### src/rtl/core/lgs_pkg.sv
// Shared definitions for the life generation step block: default grid size,
// field widths, item opcodes, controller states and the B3/S23 rule counts.
`timescale 1ns / 1ps

package lgs_pkg;

  localparam int GRID_WIDTH_DEF  = 32;
  localparam int GRID_HEIGHT_DEF = 32;

  localparam int ROW_INDEX_W = 5;
  localparam int ROW_BITS_W  = 32;

  localparam logic [3:0] BIRTH_COUNT = 4'd3;
  localparam logic [3:0] KEEP_COUNT  = 4'd2;

  typedef enum logic [1:0] {
    OP_WRITE = 2'd0,
    OP_READ  = 2'd1,
    OP_STEP  = 2'd2
  } opcode_t;

  typedef enum logic [1:0] {
    ST_IDLE,
    ST_READ,
    ST_STEP
  } state_t;

  typedef struct packed {
    logic rd_en;
    logic wr_en;
  } mem_ctl_t;

endpackage

### src/rtl/core/lgs_grid_mem.sv
// Grid row memory: one synchronous (registered) read port and one write port,
// plus a written flag per row so that rows read as dead after reset.
`timescale 1ns / 1ps

module lgs_grid_mem #(
  parameter int GRID_WIDTH  = lgs_pkg::GRID_WIDTH_DEF,
  parameter int GRID_HEIGHT = lgs_pkg::GRID_HEIGHT_DEF
) (
  input  logic                           clk,
  input  logic                           rst,
  input  lgs_pkg::mem_ctl_t              ctl,
  input  logic [$clog2(GRID_HEIGHT)-1:0] rd_addr,
  input  logic [$clog2(GRID_HEIGHT)-1:0] wr_addr,
  input  logic [GRID_WIDTH-1:0]          wr_data,
  output logic [GRID_WIDTH-1:0]          rd_data,
  output logic                           rd_vld
);
  import lgs_pkg::*;

  logic [GRID_WIDTH-1:0]  mem [GRID_HEIGHT];
  logic [GRID_HEIGHT-1:0] written;

  always_ff @(posedge clk) begin
    if (ctl.wr_en) begin
      mem[wr_addr] <= wr_data;
    end
    if (ctl.rd_en) begin
      rd_data <= mem[rd_addr];
      rd_vld  <= written[rd_addr];
    end
  end

  always_ff @(posedge clk) begin
    if (rst) begin
      written <= '0;
    end else if (ctl.wr_en) begin
      written[wr_addr] <= 1'b1;
    end
  end

endmodule

### src/rtl/core/lgs_next_row.sv
// Next-generation logic for one row: counts the eight neighbors of every cell
// from the rows above, at and below it and applies the B3/S23 rule.
`timescale 1ns / 1ps

module lgs_next_row #(
  parameter int GRID_WIDTH = lgs_pkg::GRID_WIDTH_DEF
) (
  input  logic [GRID_WIDTH-1:0] above,
  input  logic [GRID_WIDTH-1:0] mid,
  input  logic [GRID_WIDTH-1:0] below,
  output logic [GRID_WIDTH-1:0] next_row
);
  import lgs_pkg::*;

  logic [GRID_WIDTH-1:0] above_l, above_r, mid_l, mid_r, below_l, below_r;

  assign above_l = above << 1;
  assign above_r = above >> 1;
  assign mid_l   = mid << 1;
  assign mid_r   = mid >> 1;
  assign below_l = below << 1;
  assign below_r = below >> 1;

  always_comb begin
    logic [3:0] n;
    next_row = '0;
    for (int x = 0; x < GRID_WIDTH; x++) begin
      n = {3'b000, above_l[x]} + {3'b000, above[x]} + {3'b000, above_r[x]}
        + {3'b000, mid_l[x]} + {3'b000, mid_r[x]}
        + {3'b000, below_l[x]} + {3'b000, below[x]} + {3'b000, below_r[x]};
      next_row[x] = (n == BIRTH_COUNT) || ((n == KEEP_COUNT) && mid[x]);
    end
  end

endmodule

### src/rtl/core/life_generation_step.sv
// Conway life (B3/S23) on a GRID_WIDTH by GRID_HEIGHT grid held one row per word
// in a single memory. A step item scans the grid once through the memory's single
// read port, keeping a three-row window, and writes each new row back in place
// as it is emitted. Inputs are stalled while a read or a step is in progress.
`timescale 1ns / 1ps

module life_generation_step #(
  parameter int GRID_WIDTH  = lgs_pkg::GRID_WIDTH_DEF,
  parameter int GRID_HEIGHT = lgs_pkg::GRID_HEIGHT_DEF
) (
  input  logic                            clk,
  input  logic                            rst,
  input  logic                            in_valid,
  output logic                            in_stall,
  input  logic [1:0]                      opcode,
  input  logic [lgs_pkg::ROW_INDEX_W-1:0] row_index,
  input  logic [lgs_pkg::ROW_BITS_W-1:0]  row_bits,
  output logic                            out_valid,
  input  logic                            out_stall,
  output logic [lgs_pkg::ROW_INDEX_W-1:0] row_index_res,
  output logic [lgs_pkg::ROW_BITS_W-1:0]  row_bits_res,
  output logic                            last
);
  import lgs_pkg::*;

  localparam int AW = $clog2(GRID_HEIGHT);
  localparam int CW = $clog2(GRID_HEIGHT + 2);
  localparam logic [CW-1:0] CNT_TWO  = CW'(2);
  localparam logic [CW-1:0] CNT_H    = CW'(GRID_HEIGHT);
  localparam logic [CW-1:0] CNT_LAST = CW'(GRID_HEIGHT + 1);

  state_t state, state_next;
  logic [CW-1:0] cnt;
  logic [GRID_WIDTH-1:0] prev2, prev1, cur_row, new_row;
  logic [ROW_INDEX_W-1:0] rd_idx;
  logic rd_inr;

  mem_ctl_t mem_ctl;
  logic [AW-1:0] rd_addr, wr_addr;
  logic [GRID_WIDTH-1:0] wr_data, rd_data;
  logic rd_vld;

  logic accept, out_free, in_range, adv, load_read, load_step;

  lgs_grid_mem #(
    .GRID_WIDTH (GRID_WIDTH),
    .GRID_HEIGHT(GRID_HEIGHT)
  ) u_mem (
    .clk    (clk),
    .rst    (rst),
    .ctl    (mem_ctl),
    .rd_addr(rd_addr),
    .wr_addr(wr_addr),
    .wr_data(wr_data),
    .rd_data(rd_data),
    .rd_vld (rd_vld)
  );

  lgs_next_row #(
    .GRID_WIDTH(GRID_WIDTH)
  ) u_rule (
    .above   (prev2),
    .mid     (prev1),
    .below   (cur_row),
    .next_row(new_row)
  );

  assign in_stall = (state != ST_IDLE);
  assign accept   = in_valid && !in_stall;
  assign out_free = !out_valid || !out_stall;
  assign in_range = ({2'b00, row_index} < 7'(GRID_HEIGHT));
  assign adv      = (state == ST_STEP) && out_free;
  assign cur_row  = ((cnt != CNT_LAST) && rd_vld) ? rd_data : '0;

  always_ff @(posedge clk) begin
    if (rst) begin
      state <= ST_IDLE;
    end else begin
      state <= state_next;
    end
  end

  always_comb begin
    state_next = state;
    mem_ctl    = '0;
    rd_addr    = '0;
    wr_addr    = '0;
    wr_data    = '0;
    load_read  = 1'b0;
    load_step  = 1'b0;
    unique case (state)
      ST_IDLE: begin
        if (accept) begin
          case (opcode)
            OP_WRITE: begin
              mem_ctl.wr_en = in_range;
              wr_addr       = AW'(row_index);
              wr_data       = GRID_WIDTH'(row_bits);
            end
            OP_READ: begin
              mem_ctl.rd_en = in_range;
              rd_addr       = AW'(row_index);
              state_next    = ST_READ;
            end
            OP_STEP: begin
              state_next = ST_STEP;
            end
            default: ;
          endcase
        end
      end
      ST_READ: begin
        if (out_free) begin
          load_read  = 1'b1;
          state_next = ST_IDLE;
        end
      end
      ST_STEP: begin
        if (adv) begin
          mem_ctl.rd_en = (cnt < CNT_H);
          rd_addr       = AW'(cnt);
          if (cnt >= CNT_TWO) begin
            mem_ctl.wr_en = 1'b1;
            wr_addr       = AW'(cnt - CNT_TWO);
            wr_data       = new_row;
            load_step     = 1'b1;
          end
          if (cnt == CNT_LAST) begin
            state_next = ST_IDLE;
          end
        end
      end
      default: ;
    endcase
  end

  always_ff @(posedge clk) begin
    if (rst) begin
      cnt       <= '0;
      out_valid <= 1'b0;
    end else begin
      if (accept) begin
        cnt <= '0;
      end else if (adv) begin
        cnt <= cnt + 1'b1;
      end
      if (load_read || load_step) begin
        out_valid <= 1'b1;
      end else if (!out_stall) begin
        out_valid <= 1'b0;
      end
    end
  end

  always_ff @(posedge clk) begin
    if (accept) begin
      prev2  <= '0;
      prev1  <= '0;
      rd_idx <= row_index;
      rd_inr <= in_range;
    end else if (adv && (cnt != '0)) begin
      prev2 <= prev1;
      prev1 <= cur_row;
    end
    if (load_read) begin
      row_index_res <= rd_idx;
      row_bits_res  <= (rd_inr && rd_vld) ? ROW_BITS_W'(rd_data) : '0;
      last          <= 1'b1;
    end else if (load_step) begin
      row_index_res <= ROW_INDEX_W'(cnt - CNT_TWO);
      row_bits_res  <= ROW_BITS_W'(new_row);
      last          <= (cnt == CNT_LAST);
    end
  end

  assert property (@(posedge clk) disable iff (rst)
    (adv && (cnt == CNT_LAST)) |=> (state == ST_IDLE) && out_valid && last)
    else $error("step did not finish with a marked final row");

  assert property (@(posedge clk) disable iff (rst)
    (adv && (cnt >= CNT_TWO) && (cnt <= CNT_H)) |=> out_valid && !last)
    else $error("intermediate step row missing or marked final");

  assert property (@(posedge clk) disable iff (rst)
    ((state == ST_READ) && out_free) |=> out_valid && last && (state == ST_IDLE))
    else $error("read result not delivered as a single final item");

endmodule
### config.mk
export PLATFORM = sky130hd
export DESIGN_NAME = life_generation_step
export DESIGN_NICKNAME = d
export VERILOG_FILES = /design/src/rtl/core/lgs_pkg.sv /design/src/rtl/core/lgs_grid_mem.sv /design/src/rtl/core/lgs_next_row.sv /design/src/rtl/core/life_generation_step.sv
export SDC_FILE = /design/constraint.sdc
export NUM_CORES = 1
export LEC_CHECK = 0
export ABC_AREA = 1
export BUFFER_PORTS_ARGS = -buffer_cell sky130_fd_sc_hd__buf_4
export CORE_MARGIN = 2
export CORE_UTILIZATION = 25
export DETAILED_ROUTE_END_ITERATION = 12
export PLACE_DENSITY_LB_ADDON = 0.2
export SYNTH_ARGS = -nofsm -noshare
export SYNTH_HDL_FRONTEND = slang
export SYNTH_SLANG_ARGS = --single-unit
### constraint.sdc
create_clock -name clk -period 6.4 [get_ports clk]
set_input_delay 0.64 -clock clk [delete_from_list [all_inputs] [get_ports clk]]
set_output_delay 0.64 -clock clk [all_outputs]
set_load 0.01 [all_outputs]
# Word-level counts from Yosys, hierarchy flattened
# Memory sizes are Yosys's and may differ from the RTL's. A register that Yosys moved wholly into a read port is not among the register bits.
# Cells that the tools add are included.
[totals] mem_count=1 ff_bits=149 out_inout_bits=40 ramBits=1024
[classes] n_eq_ne=76 n_addsub=219 n_reduce_logical=82 n_lt_le_gt_ge=5 n_mux=44 n_bitwise=1
[mem_list] memory="u_mem.mem" words=32 width=32 read_ports=1 rd_ports_with_merged_regs=1 write_ports=1 line_no="lgs_grid_mem.sv:20" text="logic [GRID_WIDTH-1:0] mem [GRID_HEIGHT];"
[op_table] cell="4-bit by 1-bit adder with 4-bit output" n=186
[op_table] cell="4-bit by 2-bit == test with 1-bit output (second input constant)" n=64
[op_table] cell="32-bit two-way mux" n=8
[op_table] cell="32-bit case mux with 2 select lines" n=1
[op_table] cell="1-bit by 1-bit adder with 2-bit output" n=31
[op_table] cell="5-bit two-way mux" n=9
[op_table] cell="1-bit logical AND" n=37
[op_table] cell="1-bit logical OR" n=34
[op_table] cell="32-bit OR" n=1
[op_table] cell="5-bit case mux with 2 select lines" n=2
[op_table] cell="1-bit two-way mux" n=13
[op_table] cell="5-bit by 6-bit < comparator with 1-bit output (second input constant)" n=2
[op_table] cell="2-bit two-way mux" n=6
[op_table] cell="2-bit case mux with 2 select lines" n=2
[op_table] cell="6-bit by 1-bit adder with 6-bit output (second input constant)" n=1
[op_table] cell="6-bit == test (second input constant)" n=1
[op_table] cell="6-bit by 2-bit greater-or-equal comparator with 1-bit output (second input constant)" n=1
[op_table] cell="6-bit < comparator (second input constant)" n=1
[op_table] cell="2-bit inequality test (second input constant)" n=3
[op_table] cell="6-bit inequality test (second input constant)" n=1
[op_table] cell="2-bit case mux with 3 select lines" n=1
[op_table] cell="6-bit AND reduction" n=1
[op_table] cell="6-bit nonzero test" n=1
[op_table] cell="1-bit binary-select mux with 5-bit select" n=1
[op_table] cell="12 further kinds" n=19

# Depth between registers and ports, before layout
[logic_depth] word_depth=13 mapped_depth=22 ltp_nobuf=20

# Hierarchy
# Synthesis repeated with hierarchy kept, for this count alone.
[unflattened] hier_cells=5124 area_unflattened_um2=55081.6
[modules_own_cells] mod="lgs_grid_mem" area_each_um2=44047.2 cells_each=3731 instances=1
[modules_own_cells] mod="lgs_next_row" area_each_um2=5602.9 cells_each=710 instances=1
[modules_own_cells] mod="life_generation_step" area_each_um2=5431.5 cells_each=683 instances=1

# Worst setup path before layout
# Ideal clock, no wire load.
[synth_timing] kind="register -> register" start="register cnt[1]" end="memory u_mem.mem[0][9] (netlist name), data pin" setup_slack_ns=1.249 required_ns=5.946 path_stages_with_launch=17 setup_time_ns=0.454 period_less_slack_ns=5.151 t_arrival_ns=4.697 n_path_buf=2 path_cell_list="dfxtp_1 > inv_1 > ha_1 > nand4_1 > nand2_1 > inv_1 > buf_2 > buf_2 > nand2_1 > fa_1 > inv_1 > fa_1 > inv_1 > fa_1 > a2111oi_0 > inv_1 > o21ai_0"
[synth_via] elab_chain_len=12 word_cells_on_any_way=14 cone_classes="add/sub: 3; order compare: 1; eq/ne: 3; mux: 4; reduce/logical: 3"
[synth_lines] item="start: declaration" line_no="life_generation_step.sv:33" text="logic [CW-1:0] cnt;"
[synth_lines] item="start signal: assignment" line_no="life_generation_step.sv:145" text="cnt <= cnt + 1'b1;"
[synth_lines] item="6-bit inequality test" line_no="life_generation_step.sv:73" text="assign cur_row = ((cnt != CNT_LAST) && rd_vld) ? rd_data : '0;"
[synth_lines] item="1-bit logical AND" line_no="life_generation_step.sv:73"
[synth_lines] item="32-bit two-way mux" line_no="life_generation_step.sv:73"
[synth_lines] item="4-bit by 1-bit adder with 4-bit output (3 in a row)" line_no="lgs_next_row.sv:30" text="+ {3'b000, below_l[x]} + {3'b000, below[x]} + {3'b000, below_r[x]};"
[synth_lines] item="4-bit by 2-bit == test with 1-bit output" line_no="lgs_next_row.sv:31" text="next_row[x] = (n == BIRTH_COUNT) || ((n == KEEP_COUNT) && mid[x]);"
[synth_lines] item="1-bit logical AND" line_no="lgs_next_row.sv:31"
[synth_lines] item="1-bit logical OR" line_no="lgs_next_row.sv:31"
[synth_lines] item="32-bit two-way mux (*)" line_no="life_generation_step.sv:122" text="if (cnt >= CNT_TWO) begin"
[synth_lines] item="32-bit two-way mux (*)" line_no="life_generation_step.sv:119" text="if (adv) begin"
[synth_lines] item="32-bit case mux with 2 select lines (*)" line_no="life_generation_step.sv:91" text="unique case (state)"
[synth_lines] item="net u_mem.wr_data[9]" line_no="lgs_grid_mem.sv:14" text="input logic [GRID_WIDTH-1:0] wr_data,"
[synth_lines] item="end: declaration" line_no="lgs_grid_mem.sv:20"
# The timed path passes the listed nets; every way through them passes the cells marked *.

# Worst setup path in the final report
[layout_timing] start="register cnt[1]" end="memory u_mem.mem[6][20] (netlist name), data pin"
# Same word-level chain as after synthesis.

==> results.json <==
{
  "async_reset_ff_share_pct": 0,
  "clock-root-buffer": "sky130_fd_sc_hd__clkbuf_16",
  "gr_overflow_total": 0,
  "synth_net_count": 5929,
  "cts_num_sinks": 1205,
  "power_leakage_nw": 26.71,
  "antenna_found_initial": 13,
  "worst_hold_startpoint": "row_index[2]",
  "synth_cell_type_count": 42,
  "cts.hold.buffers_added": 0,
  "routed_via_density": 4.597,
  "initialDrtViolationCount": 3175,
  "grt_setup_unrepaired": "false",
  "power.density_nw_per_um2": 332.2,
  "synthesis.instances": 5659,
  "synth.avg_cell_area_um2": 10.25,
  "vias_in_the_first_global_route": 39635,
  "antenna_left": 0,
  "p_comb_share_pct": 21.9,
  "netSwitchingPower_w": 0.006866,
  "critPathRequiredTime_ps": 6910,
  "grt_pass1_wl_um": 277600,
  "clkLatencyLatePin_ps": 790,
  "number_of_enable_flip_flop_cells_after_synthesis": 1099,
  "yosys_warnings": 0,
  "fillers": 23940,
  "floorplan.die_area_um2": 235900,
  "routed_wl_um": 188400,
  "max_slew_margin_vs_limit_pct": 13.02,
  "post-synth-top-count-cell": "sky130_fd_sc_hd__nand3_1",
  "clk_path_buf_depth": 3,
  "route.detailed.wl_per_inst_um": 21.42,
  "timing.final.max_slew_violations": 0,
  "globalplace.congestion": 0.8076,
  "max_freq_mhz": 199.8,
  "worstReg2RegEnd": "u_mem.mem[6][20]",
  "portion_of_the_post_synthesis_area_used_by_sequential_elements_pct": 60.55,
  "worst-r2r-setup-slack_ps": 1400,
  "ys_dominant_reg_cell": "sky130_fd_sc_hd__edfxtp_1",
  "criticalPathCategory": "reg -> reg",
  "clk_pin_slew_ps": 60,
  "synth.cell_area_um2": 58010,
  "clock_skew_ps": 39.53,
  "r2r-start": "cnt[1]",
  "whs_path_depth": 1,
  "fin_nets": 5931,
  "dr_total_vias": 40435,
  "worstRegToRegCells": 18,
  "dieWidth_um": 485.7,
  "max_cap_violations": 0,
  "final_design_area_no_fill_um2": 66520,
  "setup_viol": 0,
  "worst_slew_pin_slew_ps": 1305,
  "layout_worst_path_cycle_share_pct": 78.19,
  "drive_gt1_share_pct": 8.515,
  "std_cell_rows": 176,
  "grt_usage_pct": 15.79,
  "switching_share_pct": 31.08,
  "timing.setup.tns_ps": 0,
  "synthToLayoutAreaGrowth_pct": 14.66,
  "run_status": "finished, final reports clean",
  "start_util_pct": 25.19,
  "io-pin-count": 83,
  "timing.critical_path.arrival_ps": 5510,
  "final_hold_violation_count": 0,
  "dpl_cells": 8546,
  "post_synth_main_area_contributors": "sky130_fd_sc_hd__edfxtp_1 (57%), sky130_fd_sc_hd__nand3_1 (10%), sky130_fd_sc_hd__nand2_1 (6.9%)",
  "numPortBuffers": 82,
  "seqPwrFrac_pct": 42.7,
  "worst_voltage_drop_across_the_vdd_grid_uv": 289.5,
  "holdCritPathClass": "in -> reg",
  "synth.top_cell.area_share_pct": 56.89,
  "power.clock.fraction_pct": 35.4,
  "pin_count_of_the_biggest_net_entering_global_routing": 177,
  "internal_power_w": 0.01523,
  "drt_drc_violations_left": 0,
  "firstDrtPassIters": 5,
  "postCtsSetupBuffers": 0,
  "fp.coreArea_um2": 230300,
  "finalNonFillerCells": 8795,
  "cts_repair_resize_count": 0,
  "cts-buffers-inserted": 139,
  "clock_tree_from_tritoncts": "built",
  "dieHeight_um": 485.7,
  "dpl.hpwl_um": 106300,
  "post_place_instance_area_um2": 62130,
  "setup.worst_path.start_class": "register",
  "cts-htree-levels": 4,
  "yosysTopAreaCell": "sky130_fd_sc_hd__edfxtp_1",
  "fin_crit_ps": 5004,
  "hold_path_end": "rd_idx[2]",
  "timing.critical_path.to_type": "register",
  "crit_path_max_fo": 32,
  "synthTopCellsByCount": "sky130_fd_sc_hd__nand3_1 (1193), sky130_fd_sc_hd__edfxtp_1 (1099), sky130_fd_sc_hd__nand2_1 (1071)",
  "ys_ff_latch": 1205
}
## registers in the layout (all words and copies together) (netlist names)
signal and cells:
u_mem.mem 1024, prev1 32, prev2 32, row_bits_res 32
u_mem.rd_data 32, u_mem.written 32, cnt 6, rd_idx 5
row_index_res 5, state 2, last 1, out_valid 1
u_mem.rd_vld 1
## kinds of logic (layout without fill, tap and decap cells)
logic type	count (synthesis)	count (layout)	share of synthesized area, %
flops	1205	1205	60.55
simple gates	2584	2584	20.92
other cells	0	3	0
xor+xnor	5	5	0.07550
compound gates	306	306	2.987
fa+ha+maj	227	227	6.423
buf+inv	1332	1439	9.046
## worst max path at each step
stage          startpoint           endpoint  slack, ps  cells after the start
2_1_floorplan      cnt[1]    u_mem.mem[0][9]       1250                     16
3_3_place_gp       cnt[1]   u_mem.mem[6][21]       1420                     17
3_5_place_dp       cnt[1]   u_mem.mem[6][21]       1400                     17
4_1_cts            cnt[1]  u_mem.mem[15][21]       1400                     17
5_1_grt            cnt[1]   u_mem.mem[6][20]       1100                     18
6_report           cnt[1]   u_mem.mem[6][20]       1400                     18
## cells in the final DEF, fill, tap and decap left out, types with 4 or more instances in the layout
master                      count
sky130_fd_sc_hd__clkinv_2      20
sky130_fd_sc_hd__buf_4        177
sky130_fd_sc_hd__nor2_1        63
sky130_fd_sc_hd__inv_6          7
sky130_fd_sc_hd__nand2_2        6
sky130_fd_sc_hd__inv_1        962
sky130_fd_sc_hd__dfxtp_1      106
sky130_fd_sc_hd__a22o_1        10
sky130_fd_sc_hd__o211ai_1      17
sky130_fd_sc_hd__ha_1         109
sky130_fd_sc_hd__a31o_2        16
sky130_fd_sc_hd__clkinv_1      29
sky130_fd_sc_hd__clkbuf_8       7
sky130_fd_sc_hd__edfxtp_1    1099
sky130_fd_sc_hd__inv_2         35
sky130_fd_sc_hd__clkbuf_1      28
sky130_fd_sc_hd__nand3b_1     227
sky130_fd_sc_hd__nand2_1     1067
sky130_fd_sc_hd__fa_1         118
sky130_fd_sc_hd__nand3_1     1192
sky130_fd_sc_hd__bufinv_16      8
sky130_fd_sc_hd__a211oi_1       4
sky130_fd_sc_hd__clkbuf_16    145
sky130_fd_sc_hd__buf_12        14
sky130_fd_sc_hd__a21oi_1      120
sky130_fd_sc_hd__nor2_4         7
sky130_fd_sc_hd__nor2_2         5
sky130_fd_sc_hd__o21ai_0      107
sky130_fd_sc_hd__nor3_1         5
sky130_fd_sc_hd__o21ai_2       22
## worst max-delay path, stage by stage (launching register included)
cell and delay [ps]:
sky130_fd_sc_hd__dfxtp_1 390, sky130_fd_sc_hd__inv_1 160, sky130_fd_sc_hd__ha_1 210, sky130_fd_sc_hd__nand4_1 80
sky130_fd_sc_hd__buf_4 170, sky130_fd_sc_hd__nand2_1 60, sky130_fd_sc_hd__inv_1 590, sky130_fd_sc_hd__buf_4 350
sky130_fd_sc_hd__nand2_1 200, sky130_fd_sc_hd__fa_1 570, sky130_fd_sc_hd__inv_1 50, sky130_fd_sc_hd__fa_1 380
sky130_fd_sc_hd__inv_1 80, sky130_fd_sc_hd__fa_1 420, sky130_fd_sc_hd__nor2_1 140, sky130_fd_sc_hd__o21ai_0 100
sky130_fd_sc_hd__a21oi_1 170, sky130_fd_sc_hd__a22o_1 170, sky130_fd_sc_hd__buf_4 390
## power groups by stage
| stage | logic [W] | registers [W] | clock network (W) |
|---|---|---|---|
| 6_report | 0.00484 | 0.00943 | 0.00782 |
| 5_1_grt | 0.00549 | 0.00946 | 0.00830 |
| 4_1_cts | 0.00490 | 0.00943 | 0.00803 |
| 3_5_place_dp | 0.00487 | 0.00960 | 0 |
| 3_3_place_gp | 0.00485 | 0.00960 | 0 |
| 2_1_floorplan | 0.00306 | 0.00951 | 0 |
## cell type report
| cell class | instances | area (um2) | share of cell area, % |
|---|---|---|---|
| Inverter | 1002 | 3781 | 5.685 |
| Clock inverter | 66 | 549.3 | 0.8258 |
| Antenna cell | 3 | 7.507 | 0.01129 |
| Sequential cell | 1205 | 35120 | 52.80 |
| Timing Repair Buffer | 191 | 1609 | 2.419 |
| Clock buffer | 180 | 3830 | 5.758 |
| Tap cell | 3026 | 3786 | 5.692 |
| Multi-Input combinational cell | 3122 | 17830 | 26.80 |
## metrics by stage
stage | hold WS (ps) | total power [W] | util (%) | worst slack, ps
after floorplan | 427.8 | 0.01256 | - | 1249
final | 90.27 | 0.02209 | 28.88 | 1396
after global routing | 49.19 | 0.02325 | 28.88 | 1096
after global placement | 442.5 | 0.01445 | 26.97 | 1424
after CTS | 22.31 | 0.02236 | 28.87 | 1395
after detailed placement | 449.4 | 0.01447 | 26.97 | 1403
## metal layers
metal | part of all wire (%) | global-route usage, %
met1 | 46 | 22.05
met2 | 47 | 25.61
met3 | 5.1 | 2.212
met4 | 2.1 | 4.127
met5 | 0.018 | 0
Note: power is estimated with default switching activity, not from simulation.
